## src/sv/lngh_pkg.sv

```systemverilog
// ----------------------------------------------------------------------------
// lngh_pkg
// Shared types and constants of the letter n-gram histogram: table sizes,
// field widths, request codes and the command passed from front to back.
// ----------------------------------------------------------------------------
package lngh_pkg;

	// alphabet and table sizes
	localparam int ALPHA     = 26;
	localparam int BI_DEPTH  = ALPHA * ALPHA;
	localparam int TRI_DEPTH = ALPHA * ALPHA * ALPHA;

	// field widths
	localparam int LETTER_W = 5;
	localparam int BI_AW    = $clog2(BI_DEPTH);
	localparam int TRI_AW   = $clog2(TRI_DEPTH);
	localparam int ORDER_W  = 2;
	localparam int INDEX_W  = 15;
	localparam int BYTE_W   = 8;
	localparam int OUT_W    = 32;
	localparam int S_DATA_W = 32;
	localparam int M_DATA_W = 2 * OUT_W;

	// default counter width
	localparam int COUNT_WIDTH_DEF = 32;

	// command queue depth (power of two)
	localparam int QUEUE_DEPTH = 4;

	// request kinds on tuser
	localparam logic REQ_TEXT = 1'b0;
	localparam logic REQ_READ = 1'b1;

	// gram orders
	localparam logic [ORDER_W-1:0] ORD_UNI = 2'd1;
	localparam logic [ORDER_W-1:0] ORD_BI  = 2'd2;
	localparam logic [ORDER_W-1:0] ORD_TRI = 2'd3;

	// character bounds
	localparam logic [BYTE_W-1:0] CH_LOWER_A = 8'h61;
	localparam logic [BYTE_W-1:0] CH_LOWER_Z = 8'h7a;
	localparam logic [BYTE_W-1:0] CH_UPPER_A = 8'h41;
	localparam logic [BYTE_W-1:0] CH_UPPER_Z = 8'h5a;

	typedef enum logic {
		OP_COUNT,
		OP_READ
	} cmd_op_t;

	// one queued command
	typedef struct packed {
		cmd_op_t              op;
		logic [LETTER_W-1:0]  letter;
		logic                 bi_en;
		logic                 tri_en;
		logic [BI_AW-1:0]     bi_addr;
		logic [TRI_AW-1:0]    tri_addr;
		logic [ORDER_W-1:0]   rd_order;
		logic [INDEX_W-1:0]   rd_index;
	} cmd_t;

	// back-end status seen by the front
	typedef struct packed {
		logic clr_busy;
	} back_stat_t;

endpackage

```

## src/sv/lngh_front.sv

```systemverilog
// ----------------------------------------------------------------------------
// lngh_front
// Accepts input beats, folds letters, tracks the current word and forms the
// table addresses for each counted letter, or passes on the read fields of a read request.
// ----------------------------------------------------------------------------
module lngh_front (
	input  logic                            clk,
	input  logic                            arst_n,
	input  logic                            s_tvalid,
	output logic                            s_tready,
	input  logic [lngh_pkg::S_DATA_W-1:0]   s_tdata,
	input  logic                            s_tuser,
	input  lngh_pkg::back_stat_t            back_stat,
	input  logic                            q_full,
	output logic                            push,
	output lngh_pkg::cmd_t                  push_cmd
);
	import lngh_pkg::*;

	logic [BYTE_W-1:0]   text_byte;
	logic [ORDER_W-1:0]  gram_order;
	logic [INDEX_W-1:0]  gram_index;
	logic                is_lower;
	logic                is_upper;
	logic                is_letter;
	logic [LETTER_W-1:0] letter;
	logic [BI_AW-1:0]    bi_addr;
	logic [TRI_AW-1:0]   tri_addr;
	logic                accept;

	logic [LETTER_W-1:0] prev_q;
	logic [BI_AW-1:0]    pair_q;
	logic [1:0]          run_len_q;

	// field unpacking
	assign text_byte  = s_tdata[BYTE_W-1:0];
	assign gram_order = s_tdata[BYTE_W+ORDER_W-1:BYTE_W];
	assign gram_index = s_tdata[BYTE_W+ORDER_W+INDEX_W-1:BYTE_W+ORDER_W];

	assign s_tready = !q_full && !back_stat.clr_busy;
	assign accept   = s_tvalid && s_tready;

	// letter fold
	always_comb begin
		is_lower  = (text_byte >= CH_LOWER_A) && (text_byte <= CH_LOWER_Z);
		is_upper  = (text_byte >= CH_UPPER_A) && (text_byte <= CH_UPPER_Z);
		is_letter = is_lower || is_upper;
		if (is_lower) begin
			letter = LETTER_W'(text_byte - CH_LOWER_A);
		end else begin
			letter = LETTER_W'(text_byte - CH_UPPER_A);
		end
	end

	// gram addresses ending at this letter
	assign bi_addr  = BI_AW'(prev_q) * BI_AW'(ALPHA) + BI_AW'(letter);
	assign tri_addr = TRI_AW'(pair_q) * TRI_AW'(ALPHA) + TRI_AW'(letter);

	// command build
	always_comb begin
		push_cmd          = '0;
		push_cmd.letter   = letter;
		push_cmd.bi_en    = (run_len_q != 2'd0);
		push_cmd.tri_en   = (run_len_q == 2'd2);
		push_cmd.bi_addr  = bi_addr;
		push_cmd.tri_addr = tri_addr;
		push_cmd.rd_order = gram_order;
		push_cmd.rd_index = gram_index;
		if (s_tuser == REQ_READ) begin
			push_cmd.op = OP_READ;
		end else begin
			push_cmd.op = OP_COUNT;
		end
		push = accept && ((s_tuser == REQ_READ) || is_letter);
	end

	// word tracking
	always_ff @(posedge clk or negedge arst_n) begin
		if (!arst_n) begin
			prev_q    <= '0;
			pair_q    <= '0;
			run_len_q <= '0;
		end else if (accept && (s_tuser == REQ_TEXT)) begin
			if (is_letter) begin
				prev_q <= letter;
				pair_q <= bi_addr;
				if (run_len_q != 2'd2) begin
					run_len_q <= run_len_q + 1'b1;
				end
			end else begin
				run_len_q <= '0;
			end
		end
	end

endmodule

```

## config.mk

```make
export PLATFORM = sky130hd
export DESIGN_NAME = lngh_front
export DESIGN_NICKNAME = d
export VERILOG_FILES = /design/src/sv/lngh_pkg.sv /design/src/sv/lngh_front.sv
export SDC_FILE = /design/constraint.sdc
export NUM_CORES = 1
export LEC_CHECK = 0
export ABC_AREA = 0
export BUFFER_PORTS_ARGS = -buffer_cell sky130_fd_sc_hd__buf_2
export CAP_MARGIN = 20
export CORE_ASPECT_RATIO = 1.5
export CORE_MARGIN = 2
export CORE_UTILIZATION = 40
export DETAILED_ROUTE_END_ITERATION = 6
export PLACE_DENSITY = 0.78
export SLEW_MARGIN = 10
export SYNTH_ARGS = -nofsm -noshare
export SYNTH_HDL_FRONTEND = slang
export SYNTH_SLANG_ARGS = --single-unit
```

## constraint.sdc

```tcl
create_clock -name clk -period 4 [get_ports clk]
set_input_delay 0.8 -clock clk [delete_from_list [all_inputs] [get_ports clk]]
set_output_delay 0.8 -clock clk [all_outputs]
set_load 0.1 [all_outputs]
```

==> metrics.md <==
| Metric | Value |
|---|---|
| Status | finished with violations |
| Violated checks | setup timing |
| Share of cells above drive strength 1 | 0.585 |
| Cts hold-fix bufs | 0 |
| Mapped Cells | 305 |
| Vias in the first global route | 2657 |
| Final hold viol count | 0 |
| Register bit total from synthesis | 16 |
| ANT cells | 0 |
| Critical path required time | 3200 ps |
| Synth Cell Area | 2750 µm² |
| Initial antenna violation count | 0 |
| DR vias | 2514 |
| Post-Syn Area per Cell | 9.01 µm² |
| Crit path max fanout | 4 |
| CP dominant cell by count | fa_2 |
| Distinct cells, synth | 49 |
| FP Rows | 37 |
| Crit share post-route | 1.09 |
| Arrival time at the worst endpoint | 3560 ps |
| Syn. warnings | 0 |
| Final net count | 507 |
| Hold/Removal Path Class | in -> async |
| ANT nets after route | 0 |
| Worst slew pin tran | 528 ps |
| Layout Skew | 2.15 ps |
| Avg Vias per Cell | 5.18 |
| Hold_ws | 448 ps |
| CTS H-tree lvls | 1 |
| Max Root-Sink Buffers | 2 |
| FMAX | 229 MHz |
| Pre-Repair DR Iteration Count | 4 |
| Relative slew slack | 0.644 |
| Area growth syn-to-layout | 68.9% |
| Die span in x | 71.7 µm |
| Sum of buffers and inverters on the critical path | 2 |
| Clock sinks | 16 |
| Die area | 7560 µm² |
| I/O pin count | 90 |
| Dominant synthesized flop cell | dfrtp_1 |
| Net Count, Synth | 404 |
| Flop2flop setup slack | 780 ps |
| Die Ht | 106 µm |
| WL per Instance | 15.7 µm |
| Worst skew pair latency | 260 ps |
| Routed WL | 7600 µm |
| I/O Buffers | 48 |
| CTS buffer count | 3 |
| GRT overflow | 0 |
| Crit path time final | 4360 ps |
| Post-DP HPWL | 5290 µm |
| Initial Util | 0.407 |
| Gpl congestion | 0.831 |
| Crit path kind | reg -> out |
| Final setup fails | 9 |
| RSZ-0062 raised after global routing | true |
| CTS tree | yes |
| Clock transition at the registers of the reported paths | 60 ps |
| Worst setup margin | -364 ps |
| 1st-iter DRT viols | 61 |
| Total GRT Usage | 0.190 |
| # DRC | 0 |
| Setup crit start kind | flip-flop |
| CP max stage delay | 460 ps |
| Number of max-cap violations | 0 |
| FFs w/ async S/R, synth | 1.00 |
| Worst reg2reg path depth | 13 |
| Endpoint class of the critical path | output pin |
| Largest net degree at the start of global routing | 17 |
| First-pass GRT wire length | 11700 µm |
| Final Max Slew Viols | 0 |
| Critical path depth | 11 |
| Sequential area share after synthesis | 0.146 |
| Fillcell total | 436 |
| CP max stage cell | dfrtp_2 |
| Number of enable flip-flop cells after synthesis | 0 |
| Crit path cell chain | ha_4 -> fa_2 -> fa_2 -> buf_6 -> xor2_4 -> nand3b_1 -> mux2i_4 -> nand4_4 -> nor4b_4 -> xnor2_4 -> buf_12 |
| Core area | 6760 µm² |
| Crit path max-delay family | adder cells |
| Root Buffer | clkbuf_8 |
## final cells by class
type | count | area (µm²) | area share
clock buffers | 4 | 55.1 | 0.0119
inverters | 49 | 191 | 0.0412
multi-input cells | 216 | 2850 | 0.613
flip-flops and latches | 16 | 404 | 0.0871
well taps | 78 | 97.6 | 0.0210
repair buffers | 122 | 1050 | 0.226
## logic make-up after synthesis
logic type,after synthesis,share of synthesized area
buffers and inverters,73,0.132
adder cells (fa/ha/maj),61,0.308
AND/OR/NAND/NOR,61,0.125
AO/OA/AOI/OAI,53,0.142
XOR/XNOR,30,0.0983
flip-flops,16,0.146
multiplexers,11,0.0492
## what timing repair did
action,4_1_cts,5_1_grt
pin swaps,34,38
setup endpoints to repair,9,11
setup buffers,15,12
cloned,0,0
gates resized for setup,24,46
## cells in the mapped netlist (2+ instances only)
master / number / area [µm²]
o211a_1: 2 / 20.0
o21ai_0: 11 / 55.1
nand2b_1: 6 / 37.5
xnor2_1: 14 / 123
dfrtp_1: 16 / 400
nand3_1: 6 / 30.0
buf_4: 21 / 158
ha_1: 50 / 626
a21o_1: 6 / 45.0
nand4_1: 2 / 12.5
a211oi_1: 2 / 15.0
nor2_1: 14 / 52.6
nor3_1: 2 / 10.0
nor2b_1: 4 / 25.0
a21oi_1: 14 / 70.1
nor4b_2: 2 / 30.0
fa_1: 11 / 220
nand3b_1: 2 / 15.0
mux2_2: 10 / 113
nand2_1: 14 / 52.6
o21a_1: 3 / 22.5
nor4_1: 2 / 12.5
o211ai_1: 3 / 22.5
xor2_1: 15 / 131
inv_1: 49 / 184
## path summary, 6_finish.rpt
kind	startpoint	end
hold reg to reg	pair_q[8]$_DFFE_PN0P_	pair_q[8]$_DFFE_PN0P_
max in group asynchronous	arst_n	pair_q[2]$_DFFE_PN0P_
setup reg to reg	prev_q[1]$_DFFE_PN0P_	pair_q[8]$_DFFE_PN0P_
setup / recovery	pair_q[2]$_DFFE_PN0P_	push_cmd[31]
hold / removal	arst_n	prev_q[4]$_DFFE_PN0P_
min in group clk	pair_q[8]$_DFFE_PN0P_	pair_q[8]$_DFFE_PN0P_
## flip-flops by register name (all words and copies together), names as in the netlist
signal	cells
pair_q	9
prev_q	5
run_len_q	2
## per-stage QoR
step	instance area [µm²]	utilization	setup slack, ps	instances	TNS (ps)
final	4640	0.687	-364	485	-1630
after floorplan	3260	-	-962	305	-15620
after CTS	4310	0.637	-317	473	-1300
after global placement	4030	0.596	-142	458	-257
after detailed placement	4030	0.596	-212	458	-631
after global routing	4640	0.687	-465	485	-2530
## routing by layer
layer / track usage / up-vias / routed length (µm)
met1: 0.189 / 1228 / 2550
met3: 0.0201 / 16 / 186
li1: - / 1213 / -
met5: 0 / - / 0
met4: 0.0566 / 0 / 171
met2: 0.392 / 57 / 4690
## cell usage in the layout, fill, tap and decap left out, types with 4 or more instances in the layout
cell      netlist  routed
xnor2_4         0      13
xor2_2          1       8
nor2_1         14       9
inv_2           0       6
ha_1           50      34
buf_4          21      67
buf_2           1      33
a21oi_2         0       4
dfrtp_1        16      13
mux2_2         10       9
clkbuf_8        0       4
buf_6           1       7
ha_4            0      15
buf_12          0      15
nand2b_1        6       5
fa_2            0       4
o21ai_0        11       8
nand2_1        14      11
fa_1           11       7
xor2_4          0       6
a21o_1          6       6
inv_1          49      41
a21oi_1        14       7
Power is left out: the tool's default activity adds up to more than one toggle a clock period on the data nets, which glitch-free logic cannot reach.
