$ cat src/sv/lngh_pkg.sv
// ----------------------------------------------------------------------------
// lngh_pkg
// Shared types and constants of the letter n-gram histogram: table sizes,
// field widths, request codes and the command passed from front to back.
// ----------------------------------------------------------------------------
package lngh_pkg;

	// alphabet and table sizes
	localparam int ALPHA     = 26;
	localparam int BI_DEPTH  = ALPHA * ALPHA;
	localparam int TRI_DEPTH = ALPHA * ALPHA * ALPHA;

	// field widths
	localparam int LETTER_W = 5;
	localparam int BI_AW    = $clog2(BI_DEPTH);
	localparam int TRI_AW   = $clog2(TRI_DEPTH);
	localparam int ORDER_W  = 2;
	localparam int INDEX_W  = 15;
	localparam int BYTE_W   = 8;
	localparam int OUT_W    = 32;
	localparam int S_DATA_W = 32;
	localparam int M_DATA_W = 2 * OUT_W;

	// default counter width
	localparam int COUNT_WIDTH_DEF = 32;

	// command queue depth (power of two)
	localparam int QUEUE_DEPTH = 4;

	// request kinds on tuser
	localparam logic REQ_TEXT = 1'b0;
	localparam logic REQ_READ = 1'b1;

	// gram orders
	localparam logic [ORDER_W-1:0] ORD_UNI = 2'd1;
	localparam logic [ORDER_W-1:0] ORD_BI  = 2'd2;
	localparam logic [ORDER_W-1:0] ORD_TRI = 2'd3;

	// character bounds
	localparam logic [BYTE_W-1:0] CH_LOWER_A = 8'h61;
	localparam logic [BYTE_W-1:0] CH_LOWER_Z = 8'h7a;
	localparam logic [BYTE_W-1:0] CH_UPPER_A = 8'h41;
	localparam logic [BYTE_W-1:0] CH_UPPER_Z = 8'h5a;

	typedef enum logic {
		OP_COUNT,
		OP_READ
	} cmd_op_t;

	// one queued command
	typedef struct packed {
		cmd_op_t              op;
		logic [LETTER_W-1:0]  letter;
		logic                 bi_en;
		logic                 tri_en;
		logic [BI_AW-1:0]     bi_addr;
		logic [TRI_AW-1:0]    tri_addr;
		logic [ORDER_W-1:0]   rd_order;
		logic [INDEX_W-1:0]   rd_index;
	} cmd_t;

	// back-end status seen by the front
	typedef struct packed {
		logic clr_busy;
	} back_stat_t;

endpackage

$ cat src/sv/lngh_queue.sv
// ----------------------------------------------------------------------------
// lngh_queue
// Short command queue between the front classifier and the table back end.
// ----------------------------------------------------------------------------
module lngh_queue (
	input  logic          clk,
	input  logic          arst_n,
	input  logic          push,
	input  lngh_pkg::cmd_t push_cmd,
	input  logic          pop,
	output logic          full,
	output logic          valid,
	output lngh_pkg::cmd_t head
);
	import lngh_pkg::*;

	localparam int PTR_W = $clog2(QUEUE_DEPTH);
	localparam int CNT_W = $clog2(QUEUE_DEPTH + 1);

	cmd_t             entry_q [QUEUE_DEPTH];
	logic [PTR_W-1:0] wr_ptr_q;
	logic [PTR_W-1:0] rd_ptr_q;
	logic [CNT_W-1:0] fill_q;

	assign full  = (fill_q == CNT_W'(QUEUE_DEPTH));
	assign valid = (fill_q != '0);
	assign head  = entry_q[rd_ptr_q];

	// entry storage
	always_ff @(posedge clk) begin
		if (push) begin
			entry_q[wr_ptr_q] <= push_cmd;
		end
	end

	// pointers and fill level
	always_ff @(posedge clk or negedge arst_n) begin
		if (!arst_n) begin
			wr_ptr_q <= '0;
			rd_ptr_q <= '0;
			fill_q   <= '0;
		end else begin
			if (push) begin
				wr_ptr_q <= wr_ptr_q + 1'b1;
			end
			if (pop) begin
				rd_ptr_q <= rd_ptr_q + 1'b1;
			end
			if (push && !pop) begin
				fill_q <= fill_q + 1'b1;
			end else if (pop && !push) begin
				fill_q <= fill_q - 1'b1;
			end
		end
	end

endmodule

$ cat config.mk
export PLATFORM = sky130hd
export DESIGN_NAME = lngh_queue
export DESIGN_NICKNAME = d
export VERILOG_FILES = /design/src/sv/lngh_pkg.sv /design/src/sv/lngh_queue.sv
export SDC_FILE = /design/constraint.sdc
export NUM_CORES = 1
export LEC_CHECK = 0
export BUFFER_PORTS_ARGS = -buffer_cell sky130_fd_sc_hd__buf_4
export CAP_MARGIN = 20
export CORE_MARGIN = 5
export CORE_UTILIZATION = 50
export CTS_CLUSTER_DIAMETER = 50
export CTS_CLUSTER_SIZE = 25
export DETAILED_ROUTE_END_ITERATION = 6
export PLACE_DENSITY = 0.71
export REMOVE_ABC_BUFFERS = 1
export SYNTH_ARGS = -nofsm -noshare
export SYNTH_HDL_FRONTEND = slang
export SYNTH_SLANG_ARGS = --single-unit
$ cat constraint.sdc
create_clock -name clk -period 2.3 [get_ports clk]
set_input_delay 0.46 -clock clk [delete_from_list [all_inputs] [get_ports clk]]
set_output_delay 0.46 -clock clk [all_outputs]
set_load 0.03 [all_outputs]
==> out/qor.yml, run 1 <==
outcome:
  outcome: "finished, violations left"
  violations: "negative setup slack"
timing:
  tightest_slew_ns: 0.454
  maxSlewViolCount: 0
  rsz0062_at_grt: "true"
  fin_crit_sh_pct: 103
  slew_headroom_pct: 69.7
  fin_hold_ws_ns: 0.187
  fin_worst_skew_ns: 0.00931
  layout_min_cycle_time_ns: 2.36
  setup_slack_ns: -0.0628
  max_freq_mhz: 423
  setup_violations: 50
  hold_viol_final: 0
layout:
  register_area_sq_mm: 0.00619
  fillCellCount: 1032
  area_delta_synth_final_pct: 25.4
  diodes: 0
  nets: 491
  multi_input_area_sq_mm: 0.00133
  drive_gt1_share_pct: 47.4
setup_path:
  r2r_setup_slack_ns: 0.69
  reg2regPathDepth: 4
  worst_setup_path_start_kind: "flop"
  arrival_ns: 1.90
  critPathCapture: "head[4]"
  endpoint_kind: "output pin"
  r2r_start: "wr_ptr_q[0]"
  cp.required_ns: 1.84
  cp-startpoint: "rd_ptr_q[0]"
  crit_fanout: 6
  r2r-end: "entry_q[2][42]"
  worstSetupPathType: "reg -> out"
global_route:
  grt-ovfl-total: 0
  grt_pass1_vias: 3788
  grt_start_max_net_pins: 30
  antenna_found_initial: 0
  grt_pass1_wl_um: 21100
  grt_use_total_pct: 15.2
drt:
  avgRoutedWirePerCell_um: 21.4
  avgViaCountPerCell: 5.44
  num_vias: 3419
  ant_nets: 0
  first_iter_violations: 245
  route.detailed.drc: 0
  wirelength_um: 13500
  first_pass_iters: 4
flow_run:
  cap_viol_max_count: 0
clock_network:
  cts_buffers: 17
  h-tree-depth: 1
  cts_tree: "built"
  clkTransAtPathRegs_ns: 0.07
  clock_latency_ns: 0.47
  cts_buffer_depth: 3
  cts-root-buf: "clkbuf_16"
  cts_sinks: 207
place:
  dpl.hpwl_um: 7900
  portBuffers: 105
  gp_congestion: 0.706
  dp_slack_ns: 0.368
yosys:
  syn_inst: 296
  synth_flop_cell: "edfxtp_1"
  ys_types: 20
  yosysTopAreaCellShare_pct: 78.3
  syn_area_sq_mm: 0.00767
  synth.area.top_cells: "edfxtp_1 78%, mux4_2 14%, dfrtp_1 2.3%, buf_12 1.3%, ha_1 0.82%"
  synth_most_common_cell: "edfxtp_1"
  ys_seq_area_share_pct: 80.6
  synth_top_area_cell: "edfxtp_1"
  synth_common_cells: "200 x edfxtp_1, 48 x mux4_2, 7 x dfrtp_1"
  synth_edf_count: 200
  yosysWarnings: 0
  ys_async_sr_fraction_pct: 3.38
  synth_seq_cells: 207
  synth_area_per_cell_sq_um: 25.9
power_and_ir_drop:
  p_per_area_mw_per_mm2: 1390
  power_frac_clock_pct: 19.9
  power_frac_seq_pct: 38.3
  switching_share_pct: 32.7
  totalPowerFinal_mw: 13.4
  power.leakage_nw: 3.34
  ir_drop_mv: 0.812
  power_frac_comb_pct: 41.7
  power.switching_mw: 4.37
  internal-power_mw: 9.00
floorplanning:
  rows: 45
  ios: 106
  initial_core_util_pct: 50.6
  dieHeight_um: 134
  die_w_um: 134
  dieArea_sq_mm: 0.0179
  core_sq_mm: 0.0151
min_path:
  hp-class: "in -> reg"
  hold_depth: 1
## worst max-delay path: stages, from the launching register on
cell and delay, ns:
dfrtp_4 0.50, buf_12 0.16, buf_16 0.14, mux4_2 0.46, buf_6 0.16
## kinds of logic after synthesis
kind of cell / Yosys count / share of synthesized area [%]
flip-flops: 207 / 80.6
multiplexers: 51 / 14.9
buffers and inverters: 16 / 2.02
AND/OR/NAND/NOR: 9 / 0.652
XOR/XNOR: 6 / 0.685
adder cells (fa/ha/maj): 6 / 1.08
AO/OA/AOI/OAI: 1 / 0.0652
## layout by cell type (no fill, tap or decap), drive strengths merged, types with 4 or more instances in the layout
| cell type | n |
|---|---|
| clkinvlp | 4 |
| xor2 | 4 |
| and2 | 4 |
| clkbuf | 22 |
| ha | 5 |
| edfxtp | 200 |
| inv | 7 |
| dfrtp | 7 |
| buf | 125 |
| mux4 | 50 |
## routing by layer
metal | part of all wire [%] | GRT usage (%) | up-vias | wire length (um)
met5 | 0 | 0 | - | 0
met4 | 1.2 | 2.80 | 0 | 156
met3 | 6.4 | 3.34 | 17 | 868
met2 | 51 | 25.8 | 105 | 6900
met1 | 41 | 20.8 | 1776 | 5560
li1 | - | - | 1521 | -
## power by group through the flow
| stage | clock network, mW | registers, mW | logic (mW) |
|---|---|---|---|
| after floorplan | 0 | 5.47 | 2.75 |
| after global placement | 0 | 5.17 | 4.67 |
| after detailed placement | 0 | 5.21 | 4.71 |
| after CTS | 2.72 | 5.13 | 5.60 |
| after global routing | 2.91 | 5.19 | 5.90 |
| final | 2.67 | 5.12 | 5.58 |
## sequential cells by signal (all words and copies together) (netlist names)
register / flops
entry_q: 200
fill_q: 3
rd_ptr_q: 2
wr_ptr_q: 2
## cell type report
cell class                 count  area share [%]
sequential                   207            64.3
timing repair buffer         128            14.0
multi-input combinational     73            13.9
clock buffer                  20            4.54
tap                          188            2.45
clock inverter                 9           0.702
inverter                       4           0.156
## metrics by stage
step	utilization (%)	cell area [sq um]	std cells	TNS, ns
floorplan	-	7530	284	-49.70
global placement	57.5	8700	589	0
detailed placement	57.5	8700	589	0
CTS	63.2	9570	627	-3.50
global route	63.5	9620	629	-5.33
finish	63.5	9620	629	-2.03
## worst min-delay path by stage
stage / from / endpoint / slack, ns
after floorplan: arst_n / fill_q[0] / 0.16
after global placement: arst_n / fill_q[2] / 0.28
after detailed placement: arst_n / fill_q[2] / 0.28
after CTS: push_cmd[44] / entry_q[3][44] / 0.17
after global routing: push_cmd[23] / entry_q[2][23] / 0.16
final: push_cmd[44] / entry_q[1][44] / 0.19
## repair_timing
action,CTS,global route
setup buffers,4,0
resized for setup,59,0
endpoints found under the setup margin,50,50
cloned,4,2
hold buffers,1,0
endpoints found under the hold margin,7,0
No activity file was read; power rests on OpenSTA's default activity.
==> run 2, diff against run 1 <==
--- a/config.mk
+++ b/config.mk
@@ -7,7 +7,6 @@
 export LEC_CHECK = 0
 export BUFFER_PORTS_ARGS = -buffer_cell sky130_fd_sc_hd__buf_4
 export CAP_MARGIN = 20
-export CORE_MARGIN = 5
 export CORE_UTILIZATION = 50
 export CTS_CLUSTER_DIAMETER = 50
 export CTS_CLUSTER_SIZE = 25
==> out/qor.yml, run 2 (synthesis gave the netlist of run 1 again) <==
outcome:
  outcome: "finished, violations left"
  violations: "negative setup slack"
clock_network:
  clock_latency_ns: 0.48
  cts_buffer_depth: 3
  h-tree-depth: 1
  cts-root-buf: "clkbuf_16"
  cts_tree: "built"
  cts_buffers: 18
  cts_sinks: 207
  clkTransAtPathRegs_ns: 0.07
global_route:
  grt_pass1_vias: 3812
  grt_use_total_pct: 18.6
  busiest_layer: "met2"
  grt_start_max_net_pins: 51
  met3_usage_pct: 4.46
  antenna_found_initial: 0
  grt-ovfl-total: 0
  grt_pass1_wl_um: 21600
  grt_util_met1_pct: 23.5
  grt_use_met2_pct: 33.0
setup_path:
  worst_setup_path_start_kind: "flop"
  crit_chain: "buf_6, buf_16, mux4_2, buf_6"
  worstSetupPathType: "reg -> out"
  crit_slowest_cell: "mux4_2"
  endpoint_kind: "output pin"
  crit_fanout: 8
  cp.required_ns: 1.84
  slowest_delay_ns: 0.53
  arrival_ns: 1.93
  cp_common_cell: "buf_6"
power_and_ir_drop:
  power.leakage_nw: 3.39
  ir_drop_mv: 0.997
  power_frac_comb_pct: 40.4
  power_frac_seq_pct: 37.1
  power_frac_clock_pct: 22.5
  internal-power_mw: 9.37
  p_per_area_mw_per_mm2: 1430
  power.switching_mw: 4.50
  switching_share_pct: 32.4
floorplanning:
  ios: 106
  initial_core_util_pct: 52.0
  dieArea_sq_mm: 0.0158
  core_sq_mm: 0.0148
  dieHeight_um: 126
  rows: 44
  die_w_um: 126
timing:
  slew_headroom_pct: 71.3
  tightest_slew_ns: 0.431
  layout_min_cycle_time_ns: 2.39
  maxSlewViolCount: 0
  fin_setup_tns_ns: -2.53
  fin_crit_sh_pct: 104
  fin_worst_skew_ns: 0.0178
  setup_slack_ns: -0.0949
  setup_violations: 47
  rsz0062_at_grt: "true"
  max_freq_mhz: 418
  hold_viol_final: 0
drt:
  avgViaCountPerCell: 5.53
  first_pass_iters: 4
  ant_nets: 0
  wirelength_um: 14000
  route.detailed.drc: 0
  avgRoutedWirePerCell_um: 22.3
  first_iter_violations: 258
  num_vias: 3459
min_path:
  hp-class: "in -> reg"
layout:
  area_delta_synth_final_pct: 26.8
  largest-register: "entry_q"
  fillCellCount: 949
  diodes: 0
  final_cell_mix: "200 x edfxtp_1, 61 x buf_4, 52 x buf_6"
  reg.largest.list: "entry_q (200), fill_q (3)"
  drive_gt1_share_pct: 48.0
  fin_cells: 626
  utilization_pct: 65.9
  nets: 490
  largest_register_ffs: 200
  final_common_cell: "edfxtp_1"
place:
  gp_congestion: 0.654
  dp.cells: 584
  dp_slack_ns: 0.364
  portBuffers: 105
  dpl.hpwl_um: 7660
flow_run:
  cap_viol_max_count: 0
## run 2: cell types whose count changed in the layout (fill, tap and decap cells not counted)
cell | before | now
buf_4 | 65 | 61
buf_12 | 3 | 6
bufinv_16 | 0 | 2
clkbuf_1 | 3 | 1
clkinv_4 | 0 | 2
clkinvlp_4 | 4 | 2
buf_6 | 51 | 52
clkinv_8 | 0 | 1
inv_6 | 2 | 3
inv_8 | 1 | 0
## run 2: final cells by class
type | instances | area (sq um) | share of cell area [%]
Sequential cell | 207 | 6190 | 63.6
Timing Repair Buffer | 126 | 1340 | 13.8
Multi-Input combinational cell | 73 | 1330 | 13.7
Clock buffer | 20 | 479 | 4.93
Tap cell | 184 | 230 | 2.37
Clock inverter | 12 | 144 | 1.48
Inverter | 4 | 15.0 | 0.154
## run 2: power groups by stage
stage               logic (mW)  clock network (mW)  registers, mW
finish                    5.61                3.11           5.15
global route              5.90                3.32           5.21
CTS                       5.79                3.19           5.16
detailed placement        4.74                   0           5.22
global placement          4.72                   0           5.17
floorplan                 2.75                   0           5.47
## run 2: worst max-delay path, delay by kind of cell, from the launching register on
family | cells | cell delay [ns]
buffers and inverters | 3 | 0.45
DFF | 1 | 0.47
muxes | 1 | 0.53
## run 2: per-layer routing
metal	share of wire, %	up-vias	wire [um]
met5	0	-	0
met3	6.0	15	835
li1	-	1522	-
met1	40	1818	5600
met4	1.5	0	214
met2	52	104	7310
## run 2: path summary, 6_finish.rpt
check	start	to	slack [ns]	cells past startpoint
setup / recovery	rd_ptr_q[0]	head[33]	-0.09	4
hold / removal	push_cmd[16]	entry_q[3][16]	0.17	1
setup reg to reg	wr_ptr_q[0]	entry_q[2][40]	0.75	4
hold reg to reg	fill_q[2]	fill_q[2]	0.54	1
max in group asynchronous	arst_n	rd_ptr_q[0]	1.82	2
min in group asynchronous	arst_n	wr_ptr_q[0]	0.33	2
## run 2: metrics by stage
step	hold WS, ns	total power [mW]	cell area (sq um)
2_1_floorplan	0.164	8.22	7530
3_3_place_gp	0.277	9.89	8720
3_5_place_dp	0.286	9.97	8720
4_1_cts	0.154	14.1	9760
5_1_grt	0.157	14.4	9730
6_report	0.171	13.9	9730
## run 2: repair_timing
action	CTS	global route
hold buffers	1	0
endpoints found under the hold margin	7	0
gates resized for setup	62	0
endpoints found under the setup margin	50	50
gates cloned	6	0
setup buffers	6	1
